`config.mk`:
```
export PLATFORM = sky130hd
export DESIGN_NAME = work_break_phase_timer
export DESIGN_NICKNAME = d
export VERILOG_FILES = /design/src/rtl/core/wbpt_pkg.sv /design/src/rtl/core/work_break_phase_timer.sv /design/src/rtl/core/wbpt_step.sv
export SDC_FILE = /design/constraint.sdc
export NUM_CORES = 1
export LEC_CHECK = 0
export BUFFER_PORTS_ARGS = -buffer_cell sky130_fd_sc_hd__buf_2
export CAP_MARGIN = 0
export CELL_PAD_IN_SITES_DETAIL_PLACEMENT = 1
export CELL_PAD_IN_SITES_GLOBAL_PLACEMENT = 1
export CORE_MARGIN = 2
export CORE_UTILIZATION = 23
export CTS_CLUSTER_SIZE = 28
export DETAILED_ROUTE_END_ITERATION = 10
export PLACE_DENSITY_LB_ADDON = 0.25
export SETUP_SLACK_MARGIN = 0.5
export SYNTH_ARGS = -nofsm -noshare
export SYNTH_HDL_FRONTEND = slang
export SYNTH_HIERARCHICAL = 1
export SYNTH_SLANG_ARGS = --single-unit
```
`constraint.sdc`:
```
create_clock -name clk -period 29.7 [get_ports clk]
set_input_delay 5.94 -clock clk [delete_from_list [all_inputs] [get_ports clk]]
set_output_delay 5.94 -clock clk [all_outputs]
set_load 0.005 [all_outputs]
```
`src/rtl/core/wbpt_pkg.sv`:
```
`timescale 1ns / 1ps

package wbpt_pkg;

	localparam int unsigned MsPerSecond    = 1000;
	localparam int unsigned SecsPerMinute  = 60;
	localparam int unsigned LongBreakEvery = 4;

	// reciprocal of one second in ms, scaled by two to the RecipShift
	localparam int unsigned RecipShift = 26;
	localparam logic [16:0] RecipMul   = 17'd67109;

	localparam logic [7:0] WorkMinReset  = 8'd25;
	localparam logic [7:0] ShortMinReset = 8'd5;
	localparam logic [7:0] LongMinReset  = 8'd15;

	typedef enum logic [2:0] {
		CMD_TICK   = 3'd0,
		CMD_TOGGLE = 3'd1,
		CMD_SKIP   = 3'd2,
		CMD_RESET  = 3'd3,
		CMD_SET    = 3'd4
	} cmd_t;

	typedef enum logic [1:0] {
		PH_WORK  = 2'd0,
		PH_SHORT = 2'd1,
		PH_LONG  = 2'd2
	} phase_t;

	localparam logic [1:0] PhSelInvalid = 2'd3;

	typedef enum logic [1:0] {
		REG_WORK_MIN  = 2'd0,
		REG_SHORT_MIN = 2'd1,
		REG_LONG_MIN  = 2'd2
	} reg_idx_t;

	typedef struct packed {
		logic [7:0] work_min;
		logic [7:0] short_min;
		logic [7:0] long_min;
	} cfg_t;

	typedef struct packed {
		logic [1:0]  phase;
		logic [13:0] seconds;
		logic        run;
		logic [9:0]  accum;
		logic [15:0] sessions;
	} timer_state_t;

	function automatic logic [13:0] minutes_to_seconds(input logic [7:0] minutes);
		// m * 60 = m * 64 - m * 4
		return {minutes, 6'b0} - {4'b0, minutes, 2'b0};
	endfunction

	function automatic logic [13:0] phase_seconds(input logic [1:0] ph, input cfg_t cfg);
		logic [7:0] m;
		case (ph)
			PH_WORK:  m = cfg.work_min;
			PH_SHORT: m = cfg.short_min;
			default:  m = cfg.long_min;
		endcase
		return minutes_to_seconds(m);
	endfunction

endpackage

```
`src/rtl/core/work_break_phase_timer.sv`:
```
`timescale 1ns / 1ps
// a command beat accepted into the input register is resolved into the result register and offered from there
// throughput: one command per cycle, sustained while the result side takes beats
// the input register and the result register decouple the two sides
// reset (arst_n low, asynchronous): work phase, 1500 s left, stopped, no sessions,
// phase lengths back to 25 / 5 / 15 minutes, both stages empty
module work_break_phase_timer (
	input  logic        clk,
	input  logic        arst_n,
	// command stream
	input  logic        s_tvalid,
	output logic        s_tready,
	input  logic [23:0] s_tdata,   // elapsed_ms[15:0], phase_select[17:16], zero fill
	input  logic [2:0]  s_tuser,   // cmd[2:0]
	// result stream
	output logic        m_tvalid,
	input  logic        m_tready,
	// phase[1:0], seconds_left[15:2], running[16], sessions_done[32:17],
	// alarm[33], alarm_kind[34], zero fill
	output logic [39:0] m_tdata,
	// register writes
	input  logic        cfg_valid,
	output logic        cfg_ready,
	input  logic [1:0]  cfg_index,
	input  logic [7:0]  cfg_data
);

	// input stage
	logic        valid_s1;
	logic [2:0]  cmd_s1;
	logic [15:0] elapsed_s1;
	logic [1:0]  sel_s1;

	// timer state and settings
	wbpt_pkg::timer_state_t state_q;
	wbpt_pkg::timer_state_t state_nxt;
	wbpt_pkg::cfg_t         cfg_q;

	// result stage
	logic        out_valid_q;
	logic [1:0]  phase_q;
	logic [13:0] seconds_q;
	logic        running_q;
	logic [15:0] sessions_q;
	logic        alarm_q;
	logic        kind_q;

	logic alarm_nxt;
	logic kind_nxt;
	logic advance;

	// the stage beat moves on when the result register is empty or draining
	assign advance  = valid_s1 && (!out_valid_q || m_tready);
	assign s_tready = !valid_s1 || advance;
	assign cfg_ready = 1'b1;

	always_ff @(posedge clk or negedge arst_n) begin
		if (!arst_n) begin
			valid_s1 <= 1'b0;
		end else if (s_tready) begin
			valid_s1 <= s_tvalid;
		end
	end

	always_ff @(posedge clk) begin
		if (s_tvalid && s_tready) begin
			cmd_s1     <= s_tuser;
			elapsed_s1 <= s_tdata[15:0];
			sel_s1     <= s_tdata[17:16];
		end
	end

	// register writes; an index past the list is dropped
	always_ff @(posedge clk or negedge arst_n) begin
		if (!arst_n) begin
			cfg_q.work_min  <= wbpt_pkg::WorkMinReset;
			cfg_q.short_min <= wbpt_pkg::ShortMinReset;
			cfg_q.long_min  <= wbpt_pkg::LongMinReset;
		end else if (cfg_valid) begin
			case (wbpt_pkg::reg_idx_t'(cfg_index))
				wbpt_pkg::REG_WORK_MIN:  cfg_q.work_min  <= cfg_data;
				wbpt_pkg::REG_SHORT_MIN: cfg_q.short_min <= cfg_data;
				wbpt_pkg::REG_LONG_MIN:  cfg_q.long_min  <= cfg_data;
				default: ;
			endcase
		end
	end

	// the whole command is resolved between the input and the result register
	wbpt_step u_step (
		.cur          (state_q),
		.cfg          (cfg_q),
		.cmd          (cmd_s1),
		.elapsed_ms   (elapsed_s1),
		.phase_select (sel_s1),
		.nxt          (state_nxt),
		.alarm        (alarm_nxt),
		.alarm_kind   (kind_nxt)
	);

	// state is written as the beat leaves, so the next command sees it at once
	always_ff @(posedge clk or negedge arst_n) begin
		if (!arst_n) begin
			state_q.phase    <= wbpt_pkg::PH_WORK;
			state_q.seconds  <= wbpt_pkg::minutes_to_seconds(wbpt_pkg::WorkMinReset);
			state_q.run      <= 1'b0;
			state_q.accum    <= '0;
			state_q.sessions <= '0;
		end else if (advance) begin
			state_q <= state_nxt;
		end
	end

	always_ff @(posedge clk or negedge arst_n) begin
		if (!arst_n) begin
			out_valid_q <= 1'b0;
		end else if (advance) begin
			out_valid_q <= 1'b1;
		end else if (m_tready) begin
			out_valid_q <= 1'b0;
		end
	end

	always_ff @(posedge clk) begin
		if (advance) begin
			phase_q    <= state_nxt.phase;
			seconds_q  <= state_nxt.seconds;
			running_q  <= state_nxt.run;
			sessions_q <= state_nxt.sessions;
			alarm_q    <= alarm_nxt;
			kind_q     <= kind_nxt;
		end
	end

	assign m_tvalid = out_valid_q;
	assign m_tdata  = {5'b0, kind_q, alarm_q, sessions_q, running_q, seconds_q, phase_q};

endmodule

```
`src/rtl/core/wbpt_step.sv`:
```
`timescale 1ns / 1ps

module wbpt_step (
	input  wbpt_pkg::timer_state_t cur,
	input  wbpt_pkg::cfg_t         cfg,
	input  logic [2:0]             cmd,
	input  logic [15:0]            elapsed_ms,
	input  logic [1:0]             phase_select,
	output wbpt_pkg::timer_state_t nxt,
	output logic                   alarm,
	output logic                   alarm_kind
);

	logic [16:0] sum;
	logic [33:0] prod;
	logic [6:0]  secs;
	logic [16:0] secs_ms;
	logic [16:0] rem;

	wbpt_pkg::timer_state_t fin;
	logic                   fin_kind;
	logic [15:0]            sess_inc;

	// ms to whole seconds: reciprocal multiply, exact for every reachable sum
	assign sum     = {7'b0, cur.accum} + {1'b0, elapsed_ms};
	assign prod    = sum * wbpt_pkg::RecipMul;
	assign secs    = prod[wbpt_pkg::RecipShift +: 7];
	assign secs_ms = {10'b0, secs} * 17'(wbpt_pkg::MsPerSecond);
	assign rem     = sum - secs_ms;

	assign sess_inc = cur.sessions + 16'd1;

	// phase completion
	always_comb begin
		fin          = cur;
		fin.run      = 1'b0;
		fin_kind     = 1'b0;
		if (cur.phase == wbpt_pkg::PH_WORK) begin
			fin.sessions = sess_inc;
			fin.phase    = (sess_inc[1:0] == 2'b00) ? wbpt_pkg::PH_LONG : wbpt_pkg::PH_SHORT;
		end else begin
			fin.phase = wbpt_pkg::PH_WORK;
			fin_kind  = 1'b1;
		end
		fin.seconds = wbpt_pkg::phase_seconds(fin.phase, cfg);
	end

	always_comb begin
		nxt        = cur;
		alarm      = 1'b0;
		alarm_kind = 1'b0;
		case (wbpt_pkg::cmd_t'(cmd))
			wbpt_pkg::CMD_TICK: begin
				if (!cur.run) begin
					nxt.accum = '0;
				end else if (sum >= 17'(wbpt_pkg::MsPerSecond)) begin
					if ({7'b0, secs} >= cur.seconds) begin
						nxt        = fin;
						nxt.accum  = rem[9:0];
						alarm      = 1'b1;
						alarm_kind = fin_kind;
					end else begin
						nxt.seconds = cur.seconds - {7'b0, secs};
						nxt.accum   = rem[9:0];
					end
				end else begin
					nxt.accum = sum[9:0];
				end
			end
			wbpt_pkg::CMD_TOGGLE: nxt.run = ~cur.run;
			wbpt_pkg::CMD_SKIP: begin
				nxt        = fin;
				alarm      = 1'b1;
				alarm_kind = fin_kind;
			end
			wbpt_pkg::CMD_RESET: begin
				nxt.run     = 1'b0;
				nxt.seconds = wbpt_pkg::phase_seconds(cur.phase, cfg);
			end
			wbpt_pkg::CMD_SET: begin
				if (phase_select != wbpt_pkg::PhSelInvalid) begin
					nxt.run     = 1'b0;
					nxt.phase   = phase_select;
					nxt.seconds = wbpt_pkg::phase_seconds(phase_select, cfg);
				end
			end
			default: nxt = cur;
		endcase
	end

endmodule

```
==> impl_metrics.yaml, run 1 <==
critical_path:
  crit_fanout: 3
  path_common_cell: "buf_2"
  cp_slowest_cell: "nand3b_1"
  arrival_ps: 6360
  crit_path_end_kind: "output port"
  worstPathCellList: "buf_2, nand3b_1, buf_2"
  critPathMaxStageDelay_ps: 180
  crit_type: "input pin to output port"
  startpoint_type: "input pin"
  required_ps: 23760
synth:
  synth_top_cells_by_area: "ha_1 20%, edfxtp_1 13%, dfrtp_1 10%"
  yosysSeqAreaShare: 0.2675
  synthFlopType: "edfxtp_1"
  synth_cells: 1326
  synthArstFlopShare: 0.5520
  synth_area_per_cell_um2: 9.666
  yosys_warnings: 6
  synth_area_leader_cell: "ha_1"
  syn-cell-area_um2: 12820
  synth_seq_cells: 125
  synth_edf_count: 56
  synthDistinctLibCells: 97
  synth_top_area_share: 0.1952
routing:
  routedWlPerCell_um: 17.43
  wl_um: 37460
  via_per_inst: 4.617
  num_vias: 9922
  final_antenna_net_count: 0
  dr.pass1.iters: 5
  drt_iter0_markers: 349
  drc_errors: 0
cts:
  cts_sinks: 125
  cts_tree: "done"
  cts_setup_buffers: 0
  cts_buffers: 17
  cts_max_level: 4
  clockRootBuffer: "clkbuf_16"
  cts_resized: 0
  cts_max_path_buffers: 2
  clk_pin_slew_ps: 60
  clock_latency_ps: 450
  postCtsHoldBufs: 0
final_layout:
  nNetsFinal: 1676
  num_antenna_cells: 0
  drive_gt1_frac: 0.1677
  area_growth_pct: 13.55
timing:
  skew_ps: 12.08
  worst_pin_slew_ps: 1002
  hold_violations: 0
  min_period_over_period: 0.4142
  final.setup.tns_ps: 0
  slew_headroom: 0.3319
  drv_slew: 0
  fin_crit_ps: 12300
  rsz0062_at_grt: "false"
  clock.fmax_mhz: 81.29
  finalSetupViolations: 0
outcome:
  outcome: "finished, final reports clean"
floorplan:
  initial_core_util: 0.2326
  die_h_um: 240.1
  chipWidth_um: 240.1
  core_area_um2: 55090
  num_io_pins: 85
  dieArea_um2: 57630
  rows: 86
global_routing:
  antenna_found_initial: 0
  overflow: 0
  grt_max_degree: 70
  grt_pass1_wl_um: 59680
  grt_usage: 0.1336
  grt_pass1_vias: 10483
min_path:
  worstHoldPathType: "flip-flop to flip-flop"
placement:
  gp_congestion: 0.8244
  io_buffers: 72
  hpwl_um: 29960
run:
  cap_violations: 0
layout make-up:
type                       count  area (um^2)
multi-input combinational    995         8552
timing repair buffer          85        460.4
clock buffer                  20        446.7
fill                        6441        40540
inverter                     164        618.1
clock inverter                12        112.6
tap                          748        935.9
sequential                   125         3428
flip-flops by register name (all words and copies together), names as in the netlist, 2 cells and up:
signal	cells
state_q	43
cfg_q	24
elapsed_s1	16
sessions_q	16
seconds_q	14
cmd_s1	3
phase_q	2
sel_s1	2
Yosys cell counts (4+ instances only):
library cell,count
o2bb2ai_1,4
edfxtp_1,56
a32oi_1,4
buf_6,5
a21o_1,18
inv_1,162
nand2_1,74
a21oi_1,75
nand3_1,21
or2_2,4
nor2_1,76
o21ai_0,45
o22ai_1,8
dfrtp_1,53
buf_4,9
and3_1,7
o21a_1,19
o31ai_1,6
and2_1,8
a31oi_1,13
buf_2,5
nor4_1,8
nor4b_2,4
nand2b_1,12
dfstp_2,16
nor3_1,26
ha_1,200
a211oi_1,6
nand4_1,14
clkbuf_1,24
or3_1,10
nor2b_1,7
o21bai_1,4
fa_1,46
xor2_1,33
mux2_2,68
mux2i_1,30
xnor2_1,41
o211ai_1,6
o21ai_1,16
cells by family after synthesis:
family	after synthesis	synth area share
flip-flops	125	0.2675
adder cells (fa/ha/maj)	246	0.2671
XOR/XNOR	75	0.05232
AND/OR/NAND/NOR	302	0.1249
AO/OA/AOI/OAI	267	0.1358
multiplexers	99	0.08405
other	2	0.0005859
buffers and inverters	210	0.06784
path summary, 6_finish.rpt:
| kind | from | endpoint | slack [ps] | depth (start not counted) |
|---|---|---|---|---|
| worst max register to register | state_q[16] | state_q[5] | 18630 | 39 |
| worst max-delay path | m_tready | s_tready | 17400 | 3 |
| worst min-delay path | valid_s1 | m_tvalid | 530 | 1 |
| worst min register to register | valid_s1 | m_tvalid | 530 | 1 |
| min in group asynchronous | arst_n | state_q[15] | 5640 | 1 |
| max in group asynchronous | arst_n | cfg_q[6] | 23380 | 1 |
through the flow:
stage	instance area [um^2]	util	setup WS [ps]	hold slack [ps]	std cells
after global placement	13990	0.2540	17410	494.9	2117
after detailed placement	13990	0.2540	17400	504.0	2117
final	14550	0.2642	17400	525.7	2149
after CTS	14550	0.2642	17400	529.6	2149
after floorplan	12830	-	17650	477.2	1330
after global routing	14550	0.2642	17350	535.5	2149
per-layer routing:
layer | GRT usage | vias up | wire length [um]
met2 | 0.2198 | 125 | 17270
met5 | 0 | - | 0
met3 | 0.02216 | 25 | 1052
met4 | 0.02692 | 0 | 427
met1 | 0.1839 | 4950 | 18710
li1 | - | 4822 | -
cells in the final DEF (no fill, tap or decap), types with 10 or more instances in the layout:
master	synthesis	routed
ha_1	200	200
inv_1	162	162
nor2_1	76	76
a21oi_1	75	75
nand2_1	74	74
buf_2	5	71
mux2_2	68	68
edfxtp_1	56	56
dfrtp_1	53	53
fa_1	46	46
o21ai_0	45	45
xnor2_1	41	40
xor2_1	33	33
mux2i_1	30	30
nor3_1	26	24
nand3_1	21	21
o21a_1	19	19
a21o_1	18	18
clkbuf_16	0	17
dfstp_2	16	16
o21ai_1	16	16
buf_4	9	14
nand4_1	14	14
a31oi_1	13	13
nand2b_1	12	12
or3_1	10	10
worst max-delay path: cells and delay by family:
| kind | cells | cell delay (ps) |
|---|---|---|
| buffers and inverters | 2 | 250 |
| and+or+nand+nor | 1 | 180 |
Power of run 1 is not shown: default switching activity piles up to over one toggle a cycle in this logic, so the estimate is an artifact.
==> inputs of run 2 (changes only) <==
--- a/config.mk
+++ b/config.mk
@@ -5,6 +5,7 @@
 export SDC_FILE = /design/constraint.sdc
 export NUM_CORES = 1
 export LEC_CHECK = 0
+export ABC_AREA = 1
 export BUFFER_PORTS_ARGS = -buffer_cell sky130_fd_sc_hd__buf_2
 export CAP_MARGIN = 0
 export CELL_PAD_IN_SITES_DETAIL_PLACEMENT = 1
==> constraint.sdc (replaced) <==
create_clock -name clk -period 12.85 [get_ports clk]
set_input_delay 2.57 -clock clk [delete_from_list [all_inputs] [get_ports clk]]
set_output_delay 2.57 -clock clk [all_outputs]
set_load 0.005 [all_outputs]
==> run 2 against run 1 <==
Routed wire length is 28% higher. Final area is 10% higher. Final cell count is 29% higher. Area after synthesis is 11% higher. Clock skew is 4.3 ps higher. Critical endpoint is now state_q[41].
==> impl_metrics.yaml, run 2 <==
timing:
  rsz0062_at_grt: "false"
  finalSetupViolations: 0
  drv_slew: 0
  hold_violations: 0
  skew_ps: 16.34
  clock.fmax_mhz: 98.88
  fin_crit_ps: 10110
  final.setup.tns_ps: 0
  worst_pin_slew_ps: 1056
  min_period_over_period: 0.7870
  slew_headroom: 0.2963
floorplan:
  initial_core_util: 0.2317
  dieArea_um2: 63950
  rows: 91
  num_io_pins: 85
  die_h_um: 252.9
  chipWidth_um: 252.9
  core_area_um2: 61480
routing:
  dr.pass1.iters: 5
  final_antenna_net_count: 0
  via_per_inst: 4.642
  drc_errors: 0
  routedWlPerCell_um: 17.24
  wl_um: 47850
  drt_iter0_markers: 579
  num_vias: 12886
final_layout:
  largest_reg_flops: 43
  multi_input_area_um2: 9243
  layout_commonest_cell: "nand2_1"
  largestRegisters: "state_q: 43 flops, cfg_q: 24 flops"
  final_cell_mix: "525 x nand2_1, 326 x inv_1, 200 x ha_1"
  regMostFlops: "state_q"
  nNetsFinal: 2261
  area_growth_pct: 12.48
  seqCellArea_um2: 3430
  fillerInstances: 7551
  num_antenna_cells: 0
  drive_gt1_frac: 0.09919
min_path:
  worstHoldPathType: "flip-flop to flip-flop"
synth:
  synth_top_cells_by_area: "ha_1 18%, nand2_1 14%, edfxtp_1 12%"
  synthAdderAreaFrac: 0.2403
  syn-cell-area_um2: 14250
  synthSimpleGateAreaFrac: 0.2794
  muxShareOfSynthArea: 0
  synth_area_leader_cell: "ha_1"
  yosys_warnings: 6
  synthFlopType: "edfxtp_1"
  synthDistinctLibCells: 69
  yosysSeqAreaShare: 0.2406
  synth_area_per_cell_um2: 7.455
  synth_common_cells: "525 x nand2_1, 327 x inv_1, 200 x ha_1"
  yosysMostFrequentCell: "nand2_1"
  synth_seq_cells: 125
  synth_top_family_by_area: "simple AND/OR/NAND/NOR gates"
  synth-compound-area-share: 0.09968
  synth_cells: 1911
  synth_xor_area_frac: 0.02758
  synth_edf_count: 56
  synthArstFlopShare: 0.5520
  synth_top_area_share: 0.1756
cts:
  clock_latency_ps: 450
  cts_buffers: 17
  cts_sinks: 125
  cts_max_path_buffers: 2
  clk_pin_slew_ps: 70
  cts_max_level: 4
  cts_setup_buffers: 0
  postCtsHoldBufs: 0
  cts_resized: 0
  clockRootBuffer: "clkbuf_16"
  cts_tree: "done"
critical_path:
  crit_path_end_kind: "flip-flop"
  cp_slowest_cell: "xor2_1"
  critPathBufInv: 8
  critPathMaxStageDelay_ps: 780
  crit_fanout: 18
  crit_family: "adder cells"
  arrival_ps: 10450
  required_ps: 13190
  startpoint_type: "flip-flop"
  crit_type: "flip-flop to flip-flop"
  path_common_cell: "nand2_1"
placement:
  hpwl_um: 38500
  io_buffers: 72
  gp_congestion: 0.8184
run:
  cap_violations: 0
global_routing:
  grt_pass1_vias: 13561
  overflow: 0
  grt_usage: 0.1527
  grt_max_degree: 46
  grt_pass1_wl_um: 75510
  antenna_found_initial: 0
outcome:
  outcome: "finished, final reports clean"
[run 2: cells by family (layout without fill, tap and decap cells)]
| kind of cell | count (synthesis) | after routing |
|---|---|---|
| other | 2 | 6 |
| buffers and inverters | 380 | 451 |
| and+or+nand+nor | 897 | 897 |
| DFF | 125 | 125 |
| adders and majority gates | 246 | 246 |
| AOI/OAI and AO/OA | 217 | 217 |
| xor gates and xnor gates | 44 | 44 |
[run 2: layer usage]
| layer | global-route usage | vias to the layer above | wire length, um | share of wire |
|---|---|---|---|---|
| met5 | 0 | - | 0 | 0 |
| met4 | 0.04193 | 0 | 996 | 0.021 |
| met2 | 0.2613 | 165 | 22750 | 0.48 |
| li1 | - | 6328 | - | - |
| met3 | 0.02200 | 46 | 1152 | 0.024 |
| met1 | 0.1998 | 6347 | 22950 | 0.48 |
[run 2: cell type report]
class / count / share of cell area
inverter: 336 / 0.07956
multi-input combinational: 1410 / 0.5767
timing repair buffer: 83 / 0.02780
clock inverter: 9 / 0.005700
tap: 790 / 0.06168
sequential: 125 / 0.2140
clock buffer: 23 / 0.03451
[run 2: worst register-to-register path, delay by kind of cell, from the launching register on]
kind,cells,cell delay (ps)
fa+ha+maj,10,3550
simple gates,20,2770
xor+xnor,2,1400
buf+inv,8,1190
compound gates,3,700
flops,1,410
[run 2: per-stage QoR]
stage / setup WS [ps] / hold WS [ps] / cell area [um^2] / utilization / instances
after global placement: 2842 / 456.6 / 15380 / 0.2502 / 2744
after global routing: 1817 / 508.5 / 16030 / 0.2606 / 2776
after floorplan: 4762 / 436.6 / 14260 / - / 1915
final: 2737 / 485.5 / 16030 / 0.2606 / 2776
after CTS: 2584 / 489.9 / 16030 / 0.2606 / 2776
after detailed placement: 2654 / 464.6 / 15380 / 0.2502 / 2744
[run 2: path summary, 6_finish.rpt]
path	to	start	cells after the start	slack [ps]
max	state_q[41]	state_q[18]	43	2740
min	cfg_q[8]	cfg_q[8]	2	490
max reg2reg	state_q[41]	state_q[18]	43	2740
min reg2reg	cfg_q[8]	cfg_q[8]	2	490
max in group asynchronous	valid_s1	arst_n	2	9820
min in group asynchronous	state_q[15]	arst_n	1	2090
Power of run 2 is left out for the same reason.
==> inputs of run 3 (changes only) <==
--- a/config.mk
+++ b/config.mk
@@ -5,7 +5,7 @@
 export SDC_FILE = /design/constraint.sdc
 export NUM_CORES = 1
 export LEC_CHECK = 0
-export ABC_AREA = 1
+export ABC_AREA = 0
 export BUFFER_PORTS_ARGS = -buffer_cell sky130_fd_sc_hd__buf_2
 export CAP_MARGIN = 0
 export CELL_PAD_IN_SITES_DETAIL_PLACEMENT = 1
==> constraint.sdc (replaced) <==
create_clock -name clk -period 10.4 [get_ports clk]
set_input_delay 2.08 -clock clk [delete_from_list [all_inputs] [get_ports clk]]
set_output_delay 2.08 -clock clk [all_outputs]
set_load 0.005 [all_outputs]
==> run 3 against run 2 <==
Worst hold slack better by 46 ps. Global-route usage is 1.9 points lower. Die area is 9.9% lower. Core utilization is 2.1 points higher. Sequential cell count stayed put. Maximum frequency is 6.4% higher. Routed wire length is 21% lower.
==> impl_metrics.yaml, run 3 (synthesis gave the netlist of run 1 again) <==
final_layout:
  fin_util: 0.2819
  layout_commonest_cell: "ha_1"
  drive_gt1_frac: 0.2464
  nNetsFinal: 1732
  num_antenna_cells: 0
  area_growth_pct: 21.18
  regMostFlops: "state_q"
  largest_reg_flops: 43
  fin_area_um2: 15530
  largestRegisters: "state_q: 43 flops, cfg_q: 24 flops"
  fillerInstances: 6395
  final_cell_mix: "181 x ha_1, 151 x inv_1, 73 x a21oi_1"
critical_path:
  r2r-start: "state_q[16]"
  cp.depth: 41
  arrival_ps: 9830
  critPathBufInv: 7
  critPathMaxStageDelay_ps: 530
  r2r-end: "state_q[39]"
  crit_path_end: "state_q[39]"
  crit_type: "flip-flop to flip-flop"
  crit_family: "adder cells"
  crit_fanout: 5
  ff2ff_path_depth: 41
  cp_slowest_cell: "fa_1"
  startpoint: "state_q[16]"
  required_ps: 10730
  startpoint_type: "flip-flop"
  crit_path_end_kind: "flip-flop"
  reg2reg_slack_ps: 900
routing:
  final_antenna_net_count: 0
  num_vias: 10131
  routedWlPerCell_um: 17.14
  via_per_inst: 4.595
  drt_iter0_markers: 446
  wl_um: 37800
  drc_errors: 0
  dr.pass1.iters: 5
floorplan:
  core_area_um2: 55090
  die_h_um: 240.1
  chipWidth_um: 240.1
  initial_core_util: 0.2326
  dieArea_um2: 57630
  num_io_pins: 85
  rows: 86
timing:
  worst_pin_slew_ps: 1001
  finalSetupViolations: 0
  clock.fmax_mhz: 105.3
  slew_headroom: 0.3324
  min_period_over_period: 0.9135
  skew_ps: 12.32
  rsz0062_at_grt: "false"
  hold_violations: 0
  fin_crit_ps: 9501
  drv_slew: 0
  final.setup.tns_ps: 0
placement:
  hpwl_um: 30350
  io_buffers: 72
  place_area_um2: 14240
  gp_congestion: 0.8207
global_routing:
  grt_usage: 0.1339
  overflow: 0
  grt_pass1_vias: 10356
  antenna_found_initial: 0
  grt_pass1_wl_um: 59700
  grt_max_degree: 70
cts:
  clock_latency_ps: 440
  cts_tree: "done"
  cts_max_path_buffers: 2
  clk_pin_slew_ps: 60
  cts_max_level: 4
  cts_buffers: 17
  cts_sinks: 125
  postCtsHoldBufs: 0
  clockRootBuffer: "clkbuf_16"
outcome:
  outcome: "finished, final reports clean"
run:
  cap_violations: 0
min_path:
  worstHoldPathType: "flip-flop to flip-flop"
run 3: changes by cell type in the layout (fill, tap and decap cells not counted), sizes merged, moves of 23 or more:
| cell | change |
|---|---|
| nand3 | -148 |
| mux2 | +69 |
| inv | -159 |
| buf | +58 |
| nor2 | -40 |
| xnor2 | +32 |
| mux2i | +30 |
| nand2 | -467 |
| a21oi | -23 |
run 3: final cells by class:
class / count / area (um^2) / area share
sequential: 125 / 3428 / 0.2207
clock inverter: 14 / 171.4 / 0.01104
tap: 748 / 935.9 / 0.06025
timing repair buffer: 141 / 917.1 / 0.05905
clock buffer: 18 / 439.2 / 0.02827
multi-input combinational: 995 / 9022 / 0.5809
inverter: 164 / 618.1 / 0.03979
run 3: worst min path at each step:
stage	from	to	slack, ps	cells after the start
4_1_cts	valid_s1	m_tvalid	530	1
6_report	valid_s1	m_tvalid	530	1
5_1_grt	valid_s1	m_tvalid	540	1
3_5_place_dp	state_q[15]	state_q[15]	520	1
3_3_place_gp	valid_s1	m_tvalid	500	1
2_1_floorplan	valid_s1	m_tvalid	480	1
run 3: routing by layer:
layer / vias up / global-route usage / wire [um]
li1: 4932 / - / -
met2: 133 / 0.2182 / 17450
met3: 24 / 0.01986 / 1045
met4: 0 / 0.02597 / 455
met5: - / 0 / 0
met1: 5042 / 0.1878 / 18850
run 3: repair_timing:
| item | 4_1_cts | 5_1_grt |
|---|---|---|
| endpoints found under the hold margin | 0 | 0 |
| pin swaps | 9 | 54 |
| setup endpoints to repair | 63 | 65 |
| resized for setup | 21 | 65 |
| setup buffers | 5 | 20 |
run 3: per-stage QoR:
step | hold WS, ps | cells | setup slack (ps)
CTS | 526.5 | 2185 | 509.5
floorplan | 477.2 | 1330 | 687.6
detailed placement | 520.1 | 2148 | 29.38
finish | 531.3 | 2205 | 899.3
global placement | 499.6 | 2148 | 237.0
global route | 537.5 | 2205 | 403.5
Power of run 3 is left out for the same reason.
